**src/sv/mips_relocation_patcher_unit_macros.svh**
```systemverilog
// Assertion macros shared by the relocation patcher modules.
`ifndef MIPS_RELOCATION_PATCHER_UNIT_MACROS_SVH
`define MIPS_RELOCATION_PATCHER_UNIT_MACROS_SVH

`ifndef SYNTH
`define MRP_ASSERT(label, clk, rst_n, prop, msg) \
	label: assert property (@(posedge clk) disable iff (!rst_n) (prop)) else $error(msg);
`define MRP_ASSERT_IMP(label, clk, rst_n, ante, cons, msg) \
	label: assert property (@(posedge clk) disable iff (!rst_n) (ante) |-> (cons)) \
		else $error(msg);
`else
`define MRP_ASSERT(label, clk, rst_n, prop, msg)
`define MRP_ASSERT_IMP(label, clk, rst_n, ante, cons, msg)
`endif

`endif

```
**src/sv/mrp_pkg.sv**
```systemverilog
package mrp_pkg;

	localparam int SEGMENTS_DEF = 32;

	// result queue geometry (power of two)
	localparam int RES_DEPTH = 8;
	localparam int RES_PTR_W = $clog2(RES_DEPTH);
	localparam int RES_CNT_W = $clog2(RES_DEPTH + 1);

	// request function codes
	localparam logic [1:0] FUNC_SET_BASE = 2'd0;
	localparam logic [1:0] FUNC_SECTION  = 2'd1;
	localparam logic [1:0] FUNC_APPLY    = 2'd2;

	// relocation types
	localparam logic [7:0] RT_R16   = 8'd1;
	localparam logic [7:0] RT_R32   = 8'd2;
	localparam logic [7:0] RT_REL32 = 8'd3;
	localparam logic [7:0] RT_R26   = 8'd4;
	localparam logic [7:0] RT_HI16  = 8'd5;
	localparam logic [7:0] RT_LO16  = 8'd6;

	typedef struct packed {
		logic [1:0]  func;
		logic [4:0]  seg_index;
		logic [31:0] base_value;
		logic [7:0]  reloc_type;
		logic [4:0]  symbol_index;
		logic [31:0] target_offset;
		logic [31:0] target_value;
	} req_t;

	typedef struct packed {
		logic [31:0] write_addr;
		logic [31:0] write_data;
		logic        write_half;
		logic        last;
	} res_t;

	// up to two results pushed per cycle; v1 only together with v0
	typedef struct packed {
		logic v0;
		logic v1;
		res_t e0;
		res_t e1;
	} res_push_t;

	function automatic int seg_idx_w(input int n);
		return (n > 1) ? $clog2(n) : 1;
	endfunction

endpackage

```
**src/sv/mrp_seg_mem.sv**
```systemverilog
module mrp_seg_mem import mrp_pkg::*; #(
	parameter int SEGMENTS = SEGMENTS_DEF
) (
	input  logic                           clk,
	input  logic                           wr_en,
	input  logic [seg_idx_w(SEGMENTS)-1:0] wr_idx,
	input  logic [31:0]                    wr_data,
	input  logic                           rd_en,
	input  logic [seg_idx_w(SEGMENTS)-1:0] rd_idx_a,
	input  logic [seg_idx_w(SEGMENTS)-1:0] rd_idx_b,
	output logic [31:0]                    rd_data_a,
	output logic [31:0]                    rd_data_b
);

	logic [31:0] mem [SEGMENTS];

	always_ff @(posedge clk) begin
		if (wr_en) begin
			mem[wr_idx] <= wr_data;
		end
	end

	// two registered read ports
	always_ff @(posedge clk) begin
		if (rd_en) begin
			rd_data_a <= mem[rd_idx_a];
			rd_data_b <= mem[rd_idx_b];
		end
	end

endmodule

```
**src/sv/mrp_reloc_pipe.sv**
```systemverilog
`include "mips_relocation_patcher_unit_macros.svh"

module mrp_reloc_pipe import mrp_pkg::*; (
	input  logic        clk,
	input  logic        arst_n,
	input  logic        accept,
	input  req_t        req,
	input  logic        seg_ok,
	input  logic        sym_ok,
	input  logic [31:0] seg_base,
	input  logic [31:0] sym_base,
	output res_push_t   push,
	output logic [1:0]  stage_busy
);

	// stage 1: table data arrives
	logic        v_s1;
	logic [1:0]  func_s1;
	logic [7:0]  type_s1;
	logic [31:0] off_s1;
	logic [31:0] tv_s1;
	logic        seg_ok_s1;
	logic        sym_ok_s1;

	// stage 2: final data and queue push
	logic        v_s2;
	logic [1:0]  func_s2;
	logic [7:0]  type_s2;
	logic [31:0] addr_s2;
	logic [31:0] sum_s2;
	logic [5:0]  tv_top_s2;

	logic [15:0] hi_value_q;
	logic [31:0] hi_address_q;
	logic        hi_pending_q;

	logic [31:0] base_c;
	logic [31:0] sym_c;
	logic [31:0] operand_c;
	logic [31:0] addr_c;
	logic [31:0] sum_c;
	logic        apply_s2;
	logic [15:0] hi_up_c;

	always_ff @(posedge clk or negedge arst_n) begin
		if (!arst_n) begin
			v_s1 <= 1'b0;
			v_s2 <= 1'b0;
		end else begin
			v_s1 <= accept;
			v_s2 <= v_s1;
		end
	end

	always_ff @(posedge clk) begin
		if (accept) begin
			func_s1   <= req.func;
			type_s1   <= req.reloc_type;
			off_s1    <= req.target_offset;
			tv_s1     <= req.target_value;
			seg_ok_s1 <= seg_ok;
			sym_ok_s1 <= sym_ok;
		end
	end

	always_comb begin
		base_c = seg_ok_s1 ? seg_base : 32'd0;
		sym_c  = sym_ok_s1 ? sym_base : 32'd0;
		case (type_s1)
			RT_R16:  operand_c = {16'd0, tv_s1[15:0]};
			RT_R26:  operand_c = {tv_s1[29:0], 2'b00};
			RT_LO16: operand_c = {hi_value_q, tv_s1[15:0]};
			default: operand_c = tv_s1;
		endcase
		addr_c = base_c + off_s1;
		sum_c  = sym_c + operand_c;
	end

	always_ff @(posedge clk) begin
		if (v_s1) begin
			func_s2   <= func_s1;
			type_s2   <= type_s1;
			addr_s2   <= addr_c;
			sum_s2    <= sum_c;
			tv_top_s2 <= tv_s1[31:26];
		end
	end

	// hi_value is used by LO16 in stage 1, so record it there
	always_ff @(posedge clk or negedge arst_n) begin
		if (!arst_n) begin
			hi_value_q <= 16'd0;
		end else if (v_s1 && func_s1 == FUNC_APPLY && type_s1 == RT_HI16) begin
			hi_value_q <= tv_s1[15:0];
		end
	end

	assign apply_s2 = v_s2 && func_s2 == FUNC_APPLY;
	assign hi_up_c  = sum_s2[31:16] + {15'd0, sum_s2[15]};

	always_ff @(posedge clk or negedge arst_n) begin
		if (!arst_n) begin
			hi_address_q <= 32'd0;
			hi_pending_q <= 1'b0;
		end else if (v_s2 && func_s2 == FUNC_SECTION) begin
			hi_address_q <= 32'd0;
			hi_pending_q <= 1'b0;
		end else if (apply_s2 && type_s2 == RT_HI16) begin
			hi_address_q <= addr_s2;
			hi_pending_q <= 1'b1;
		end else if (apply_s2 && type_s2 == RT_LO16) begin
			hi_pending_q <= 1'b0;
		end
	end

	always_comb begin
		push.v0 = 1'b0;
		push.v1 = 1'b0;
		push.e0 = '{write_addr: addr_s2, write_data: sum_s2, write_half: 1'b0, last: 1'b1};
		push.e1 = '{write_addr: addr_s2, write_data: {16'd0, sum_s2[15:0]},
			write_half: 1'b1, last: 1'b1};
		if (apply_s2) begin
			case (type_s2)
				RT_R16: begin
					push.v0 = 1'b1;
					push.e0.write_data = {16'd0, sum_s2[15:0]};
					push.e0.write_half = 1'b1;
				end
				RT_R32: begin
					push.v0 = 1'b1;
				end
				RT_REL32: begin
					push.v0 = 1'b1;
					push.e0.write_data = sum_s2 - addr_s2;
				end
				RT_R26: begin
					push.v0 = 1'b1;
					push.e0.write_data = {tv_top_s2, sum_s2[27:2]};
				end
				RT_LO16: begin
					push.v0 = 1'b1;
					if (hi_pending_q) begin
						// carry-adjusted HI half goes first
						push.v1 = 1'b1;
						push.e0 = '{write_addr: hi_address_q, write_data: {16'd0, hi_up_c},
							write_half: 1'b1, last: 1'b0};
					end else begin
						push.e0 = push.e1;
					end
				end
				default: begin
					push.v0 = 1'b0;
				end
			endcase
		end
	end

	assign stage_busy = {v_s2, v_s1};

	`MRP_ASSERT_IMP(a_pair_order, clk, arst_n, push.v1, push.v0, "second result without first")
	`MRP_ASSERT_IMP(a_pair_lo16, clk, arst_n, push.v1,
		(type_s2 == RT_LO16 && hi_pending_q && !push.e0.last), "pair outside pending LO16")

endmodule

```
**src/sv/mrp_result_fifo.sv**
```systemverilog
`include "mips_relocation_patcher_unit_macros.svh"

module mrp_result_fifo import mrp_pkg::*; (
	input  logic                 clk,
	input  logic                 arst_n,
	input  res_push_t            push,
	output logic                 res_valid,
	input  logic                 res_stall,
	output res_t                 res_data,
	output logic [RES_CNT_W-1:0] fill
);

	res_t                 entries [RES_DEPTH];
	logic [RES_PTR_W-1:0] head_q;
	logic [RES_PTR_W-1:0] tail_q;
	logic [RES_CNT_W-1:0] count_q;
	logic                 pop;

	assign pop = res_valid && !res_stall;

	always_ff @(posedge clk) begin
		if (push.v0) begin
			entries[tail_q] <= push.e0;
		end
		if (push.v1) begin
			entries[tail_q + RES_PTR_W'(1)] <= push.e1;
		end
	end

	always_ff @(posedge clk or negedge arst_n) begin
		if (!arst_n) begin
			head_q  <= '0;
			tail_q  <= '0;
			count_q <= '0;
		end else begin
			tail_q  <= tail_q + RES_PTR_W'(push.v0) + RES_PTR_W'(push.v1);
			head_q  <= head_q + RES_PTR_W'(pop);
			count_q <= count_q + RES_CNT_W'(push.v0) + RES_CNT_W'(push.v1)
				- RES_CNT_W'(pop);
		end
	end

	assign res_valid = count_q != '0;
	assign res_data  = entries[head_q];
	assign fill      = count_q;

	`MRP_ASSERT(a_fill_bound, clk, arst_n, count_q <= RES_CNT_W'(RES_DEPTH), "result queue overflow")

endmodule

```
**src/sv/mips_relocation_patcher_unit.sv**
```systemverilog
// A result is offered once its request has passed the table read, the address/sum add
// and the final adjust and queue push, earlier results permitting.
// Throughput: one request per cycle when not stalled; a LO16 resolving a HI16 yields
// two writes; the result port moves one per cycle unless stalled, pacing such runs.
// Reset (arst_n low): clears pipeline valids, result queue and HI16 record; the segment
// base table is not cleared and reads as garbage until each entry is set.
`include "mips_relocation_patcher_unit_macros.svh"

module mips_relocation_patcher_unit import mrp_pkg::*; #(
	parameter int SEGMENTS = SEGMENTS_DEF
) (
	input  logic clk,
	input  logic arst_n,
	input  logic req_valid,
	output logic req_stall,
	input  req_t req_data,
	output logic res_valid,
	input  logic res_stall,
	output res_t res_data
);

	localparam int IDX_W = seg_idx_w(SEGMENTS);

	logic                 accept;
	logic [8:0]           seg_ext;
	logic [8:0]           sym_ext;
	logic                 seg_ok;
	logic                 sym_ok;
	logic [31:0]          seg_base;
	logic [31:0]          sym_base;
	res_push_t            push;
	logic [1:0]           stage_busy;
	logic [RES_CNT_W-1:0] fill;
	logic [RES_CNT_W:0]   committed;

	// Worst case every request in flight makes two writes. Admit a request only when
	// the queue can still take two writes from each stage plus two from the new one.
	assign committed = (RES_CNT_W+1)'(fill)
		+ (RES_CNT_W+1)'({stage_busy[0], 1'b0})
		+ (RES_CNT_W+1)'({stage_busy[1], 1'b0});
	assign req_stall = committed > (RES_CNT_W+1)'(RES_DEPTH - 2);
	assign accept    = req_valid && !req_stall;

	// an index past the table reads as base zero; a set-base there is dropped
	assign seg_ext = 9'(req_data.seg_index);
	assign sym_ext = 9'(req_data.symbol_index);
	assign seg_ok  = seg_ext < 9'(SEGMENTS);
	assign sym_ok  = sym_ext < 9'(SEGMENTS);

	// Writes land at the accept edge and reads sample at the accept edge of the next
	// request, so a base set by one request is seen by the very next one.
	mrp_seg_mem #(
		.SEGMENTS(SEGMENTS)
	) u_seg_mem (
		.clk      (clk),
		.wr_en    (accept && req_data.func == FUNC_SET_BASE && seg_ok),
		.wr_idx   (seg_ext[IDX_W-1:0]),
		.wr_data  (req_data.base_value),
		.rd_en    (accept),
		.rd_idx_a (seg_ext[IDX_W-1:0]),
		.rd_idx_b (sym_ext[IDX_W-1:0]),
		.rd_data_a(seg_base),
		.rd_data_b(sym_base)
	);

	// advance unconditionally; the admission check above keeps the queue from filling
	mrp_reloc_pipe u_pipe (
		.clk       (clk),
		.arst_n    (arst_n),
		.accept    (accept),
		.req       (req_data),
		.seg_ok    (seg_ok),
		.sym_ok    (sym_ok),
		.seg_base  (seg_base),
		.sym_base  (sym_base),
		.push      (push),
		.stage_busy(stage_busy)
	);

	mrp_result_fifo u_fifo (
		.clk      (clk),
		.arst_n   (arst_n),
		.push     (push),
		.res_valid(res_valid),
		.res_stall(res_stall),
		.res_data (res_data),
		.fill     (fill)
	);

	`MRP_ASSERT(a_credit, clk, arst_n, committed <= (RES_CNT_W+1)'(RES_DEPTH), "queue credit broken")

endmodule

```
**config.mk**
```make
export PLATFORM = sky130hd
export DESIGN_NAME = mips_relocation_patcher_unit
export DESIGN_NICKNAME = d
export VERILOG_FILES = /design/src/sv/mrp_pkg.sv /design/src/sv/mrp_seg_mem.sv /design/src/sv/mrp_reloc_pipe.sv /design/src/sv/mrp_result_fifo.sv /design/src/sv/mips_relocation_patcher_unit.sv
export VERILOG_INCLUDE_DIRS = /design/src /design/src/sv
export SDC_FILE = /design/constraint.sdc
export NUM_CORES = 2
export LEC_CHECK = 0
export BUFFER_PORTS_ARGS = -buffer_cell sky130_fd_sc_hd__buf_2
export CORE_MARGIN = 2
export CORE_UTILIZATION = 55
export DETAILED_ROUTE_END_ITERATION = 6
export PLACE_DENSITY = 0.71
export REMOVE_ABC_BUFFERS = 1
export SYNTH_ARGS = -nofsm -noshare
export SYNTH_HDL_FRONTEND = slang
export SYNTH_HIERARCHICAL = 1
export SYNTH_SLANG_ARGS = --single-unit
```
**constraint.sdc**
```tcl
create_clock -name clk -period 23.6 [get_ports clk]
set_input_delay 1.18 -clock clk [delete_from_list [all_inputs] [get_ports clk]]
set_output_delay 1.18 -clock clk [all_outputs]
set_load 0.02 [all_outputs]
```
==> results.md <==
* Status: complete, no violations
* Final Non-Filler Cells at around 8.8k
* Floorplan die height at a little over 400 um
* Crit path required time at about 22 ns
* IR Drop Worst-Case VDD at approximately 0.09 mV
* Top post-synthesis cells by area: edfxtp_1 58%, mux2i_1 11%, mux2_2 6.4%, mux4_2 3.2%, dfrtp_1 1.7%
* TritonCTS clock tree: yes
* Final setup violating endpoints at 0
* Overall die width at about 410 um
* Avg Inst Size Synth at roughly 14 sq um
* Via Count at 58.6k
* Power per unit of standard cell area at roughly 98 nW/um^2
* Total area of multi-input combinational cells at about 35,000 sq um
* Sort of element at the start of the critical path: flip-flop
* Largest net degree at the start of global routing at between 100 and 150
* Overall routed net length at ~270,000 um
* Most used cell, CP: buf_4
* Gate Count Post-Synth at 6,341
* Final count of hold timing violations at 0
* Sequential element share of the synthesized area at 59.6%
* Footprint of the flip-flops and latches at 54,800 sq um
* Die outline area at 170,000 sq um
* Post-Place Cells at between 8k and 9k
* Net count of the finished layout at approximately 6.6k
* Number of clock sinks seen by CTS at 1,833
* Crit-path cells: buf_4 > buf_4 > mux4_2 > mux2_2 > buf_2
* Number of antenna violations at the first check in global routing at 24
* CTS clock-pin slew for the worst setup and hold paths at 0.06 ns
* Most frequently used flop master after synthesis: edfxtp_1
* HPWL reported at the end of detailed placement at approximately 160,000 um
* Flip-flop and latch count after synthesis at around 1.8k
* Wire length of the first global-routing pass at 393,000 um
* Total of buffers placed on input and output ports at ~190
* Post-synth EDFFs at 1,772
* Tcrit/Tclk final at around 23%
* H-tree levels at 4
* Arr. time, crit path at roughly 4.2 ns
* Overall Global Routing Usage at between 30% and 40%
* Buffers from clock root to sink, at most at 3
* Detailed router's first-iteration violation count at roughly 6.8k
* FP Rows at between 100 and 150
* Number of max-slew violations in the final report at 0
* Post-DRT Antenna Nets at 0
* Endpoint of the lowest-slack register-to-register path: u_seg_mem/mem[2][14]$_DFFE_PP_
* RSZ-0062 raised after global routing: no
* Maximum capacitance violations at 0
* Post-route DRC at 0
* Post-synth top area share at 58.0%
* Initial core utilization at 55.5%
* Number of optimization iterations in the first detailed-route pass at 7
* Count of different cell masters after synthesis at slightly above 90
* Worst-skew pair later-pin latency at just over 0.8 ns
* Fill cell total of the finished layout at approximately 12k
* Slowest-stage cell, CP: buf_4
* Minimum clock period at about 5.4 ns
* Via count of the first global-routing pass at about 58k
* Number of CTS-inserted buffers at 191
* Last weighted congestion value of the routability-driven placer at 0.949
* R2R depth at 10
* Critical-path maximum fanout at 63
* Cell Area, Synth at approximately 92,000 sq um
* Area leader, netlist: edfxtp_1
* Share of final-layout standard cells stronger than drive strength 1 at about a fifth
* Worst Setup End Kind: output port
* R2r startpoint: u_pipe/v_s1$_DFF_PN0_
* Post-cts gate resize count at 0
* Count of buffers added by post-CTS timing repair for setup at 0
* Top Ports at between 150 and 200
* Area of the placeable core at ~170,000 sq um
* Crit Path Category: flip-flop to output port
* Class of the tightest hold or removal check: input pin to async pin
* Layout overhead on the synthesized area at 9.47%
* Setup Skew at 0.0250 ns
* Proportion of register bits with asynchronous set or reset after synthesis at about 3.3%
* Static leakage power at 36.3 nW
* Clock Root Buffer: clkbuf_16
* Remaining global-route overflow at 0
* FF-to-FF setup slack at around 18 ns
* Upper clock frequency limit at about 190 MHz
* Post-DR wirelength/cell at 31.1 um
* Final-layout setup total negative slack at 0 ns
* Delay contributed by the slowest stage of the critical path at 0.89 ns
* Hold-fix buffer count after cts at 0
* Total number of yosys warnings at 6
* Worst slew slack as a fraction of its limit at 13.7%
* Vias per cell at between 6 and 7
* Worst-margin pin slew at between 1 and 1.5 ns
## power by group
part / internal, mW / total, mW / switching (mW)
sequential: 3.92 / 4.24 / 0.320
combinational: 1.13 / 2.69 / 1.55
clock: 1.69 / 2.95 / 1.27
## worst max-delay path: cells and delay by family (launching register included)
family | cells | cell delay, ns
flip-flops | 1 | 0.77
buffers and inverters | 3 | 1.72
multiplexers | 2 | 0.77
## layout by cell type, fill, tap and decap left out, types with 20 or more instances in the layout
cell	netlist	routed
a21o_1	40	40
buf_4	102	108
mux2i_1	1042	1042
inv_1	81	81
a31oi_1	73	73
and3_1	23	23
nand4_1	20	20
clkbuf_1	148	49
clkinv_1	0	41
nor2_1	113	75
xnor2_1	55	55
nand3_1	223	223
a21oi_1	291	290
edfxtp_1	1772	1772
conb_1	3	20
nand2_1	341	337
o21ai_0	119	116
nor2_4	0	38
clkbuf_16	0	194
ha_1	109	109
nor3_1	84	84
dfrtp_1	61	57
clkinv_2	0	26
xor2_1	29	29
mux2_2	518	518
and2_1	70	68
mux4_2	132	132
mux2_1	106	106
a22oi_1	199	199
buf_2	136	184
a22o_1	161	161
## per-layer routing
metal	wire length, um	part of all wire, %	GRT usage (%)	vias to the layer above
met5	97	0.036	0	-
met4	12600	4.6	13.6	16
met3	24500	9.0	5.58	713
met2	132000	48	52.7	3159
met1	103000	38	40.9	29720
li1	-	-	-	25009
## layout make-up
cell class	count	share of cell area, %
Timing Repair Buffer	300	1.87
Multi-Input combinational cell	3997	34.5
Antenna cell	8	0.0199
Sequential cell	1833	54.5
Tap cell	2189	2.73
Inverter	82	0.306
Clock inverter	103	0.945
Clock buffer	250	5.11
## worst max-delay path by stage
stage / startpoint / to / slack (ns) / cells after the start
finish: u_fifo/head_q[1]$_DFF_PN0_ / res_data[62] / 18.21 / 5
global route: u_pipe/type_s1[4]$_DFFE_PP_ / u_pipe/sum_s2[31]$_DFFE_PP_ / 18.11 / 15
CTS: u_fifo/head_q[1]$_DFF_PN0_ / res_data[62] / 18.13 / 5
detailed placement: req_data[65] / u_seg_mem/rd_data_b[29]$_DFFE_PP_ / 18.20 / 9
global placement: req_data[65] / u_seg_mem/rd_data_b[29]$_DFFE_PP_ / 18.28 / 9
floorplan: u_pipe/v_s1$_DFF_PN0_ / u_pipe/v_s1$_DFF_PN0_ / 13.34 / 7
## cell usage after synthesis (70+ instances only)
cell	number
edfxtp_1	1772
mux2i_1	1042
mux2_2	518
nand2_1	341
a21oi_1	291
nand3_1	223
a22oi_1	199
a22o_1	161
clkbuf_1	148
buf_2	136
mux4_2	132
o21ai_0	119
nor2_1	113
ha_1	109
mux2_1	106
buf_4	102
nor3_1	84
inv_1	81
a31oi_1	73
and2_1	70
## cells by family after synthesis
family / synth area share [%]
flops: 59.6
mux: 22.3
compound gates: 7.51
simple gates: 4.96
buf+inv: 3.17
fa+ha+maj: 1.64
xor+xnor: 0.837
other cells: 0.0123
## state kept, by name (all words and copies together) (netlist names), 2 cells and up
register / cells
u_fifo/tail_q: 3
u_seg_mem/rd_data_a: 32
u_fifo/fill: 4
u_seg_mem/rd_data_b: 32
u_pipe/type_s1: 8
u_pipe/type_s2: 8
u_pipe/tv_top_s2: 6
u_seg_mem/mem: 1024
u_pipe/addr_s2: 32
u_pipe/sum_s2: 32
u_pipe/hi_address_q: 32
u_pipe/hi_value_q: 16
u_pipe/off_s1: 32
u_pipe/func_s2: 2
u_fifo/entries: 528
u_pipe/func_s1: 2
u_fifo/head_q: 3
u_pipe/tv_s1: 32
## metrics by stage
step	utilization [%]	area [sq um]	hold WS [ns]	power, mW	setup WS, ns
after detailed placement	57.1	94400	0.427	6.95	18.20
after global placement	57.1	94400	0.422	6.91	18.28
after floorplan	-	89300	0.417	6.07	13.34
final	60.8	101000	0.230	9.88	18.21
after CTS	60.8	100000	0.190	9.89	18.13
after global routing	60.8	100000	0.209	10.3	18.11
No activity file was read; power rests on OpenSTA's default activity.
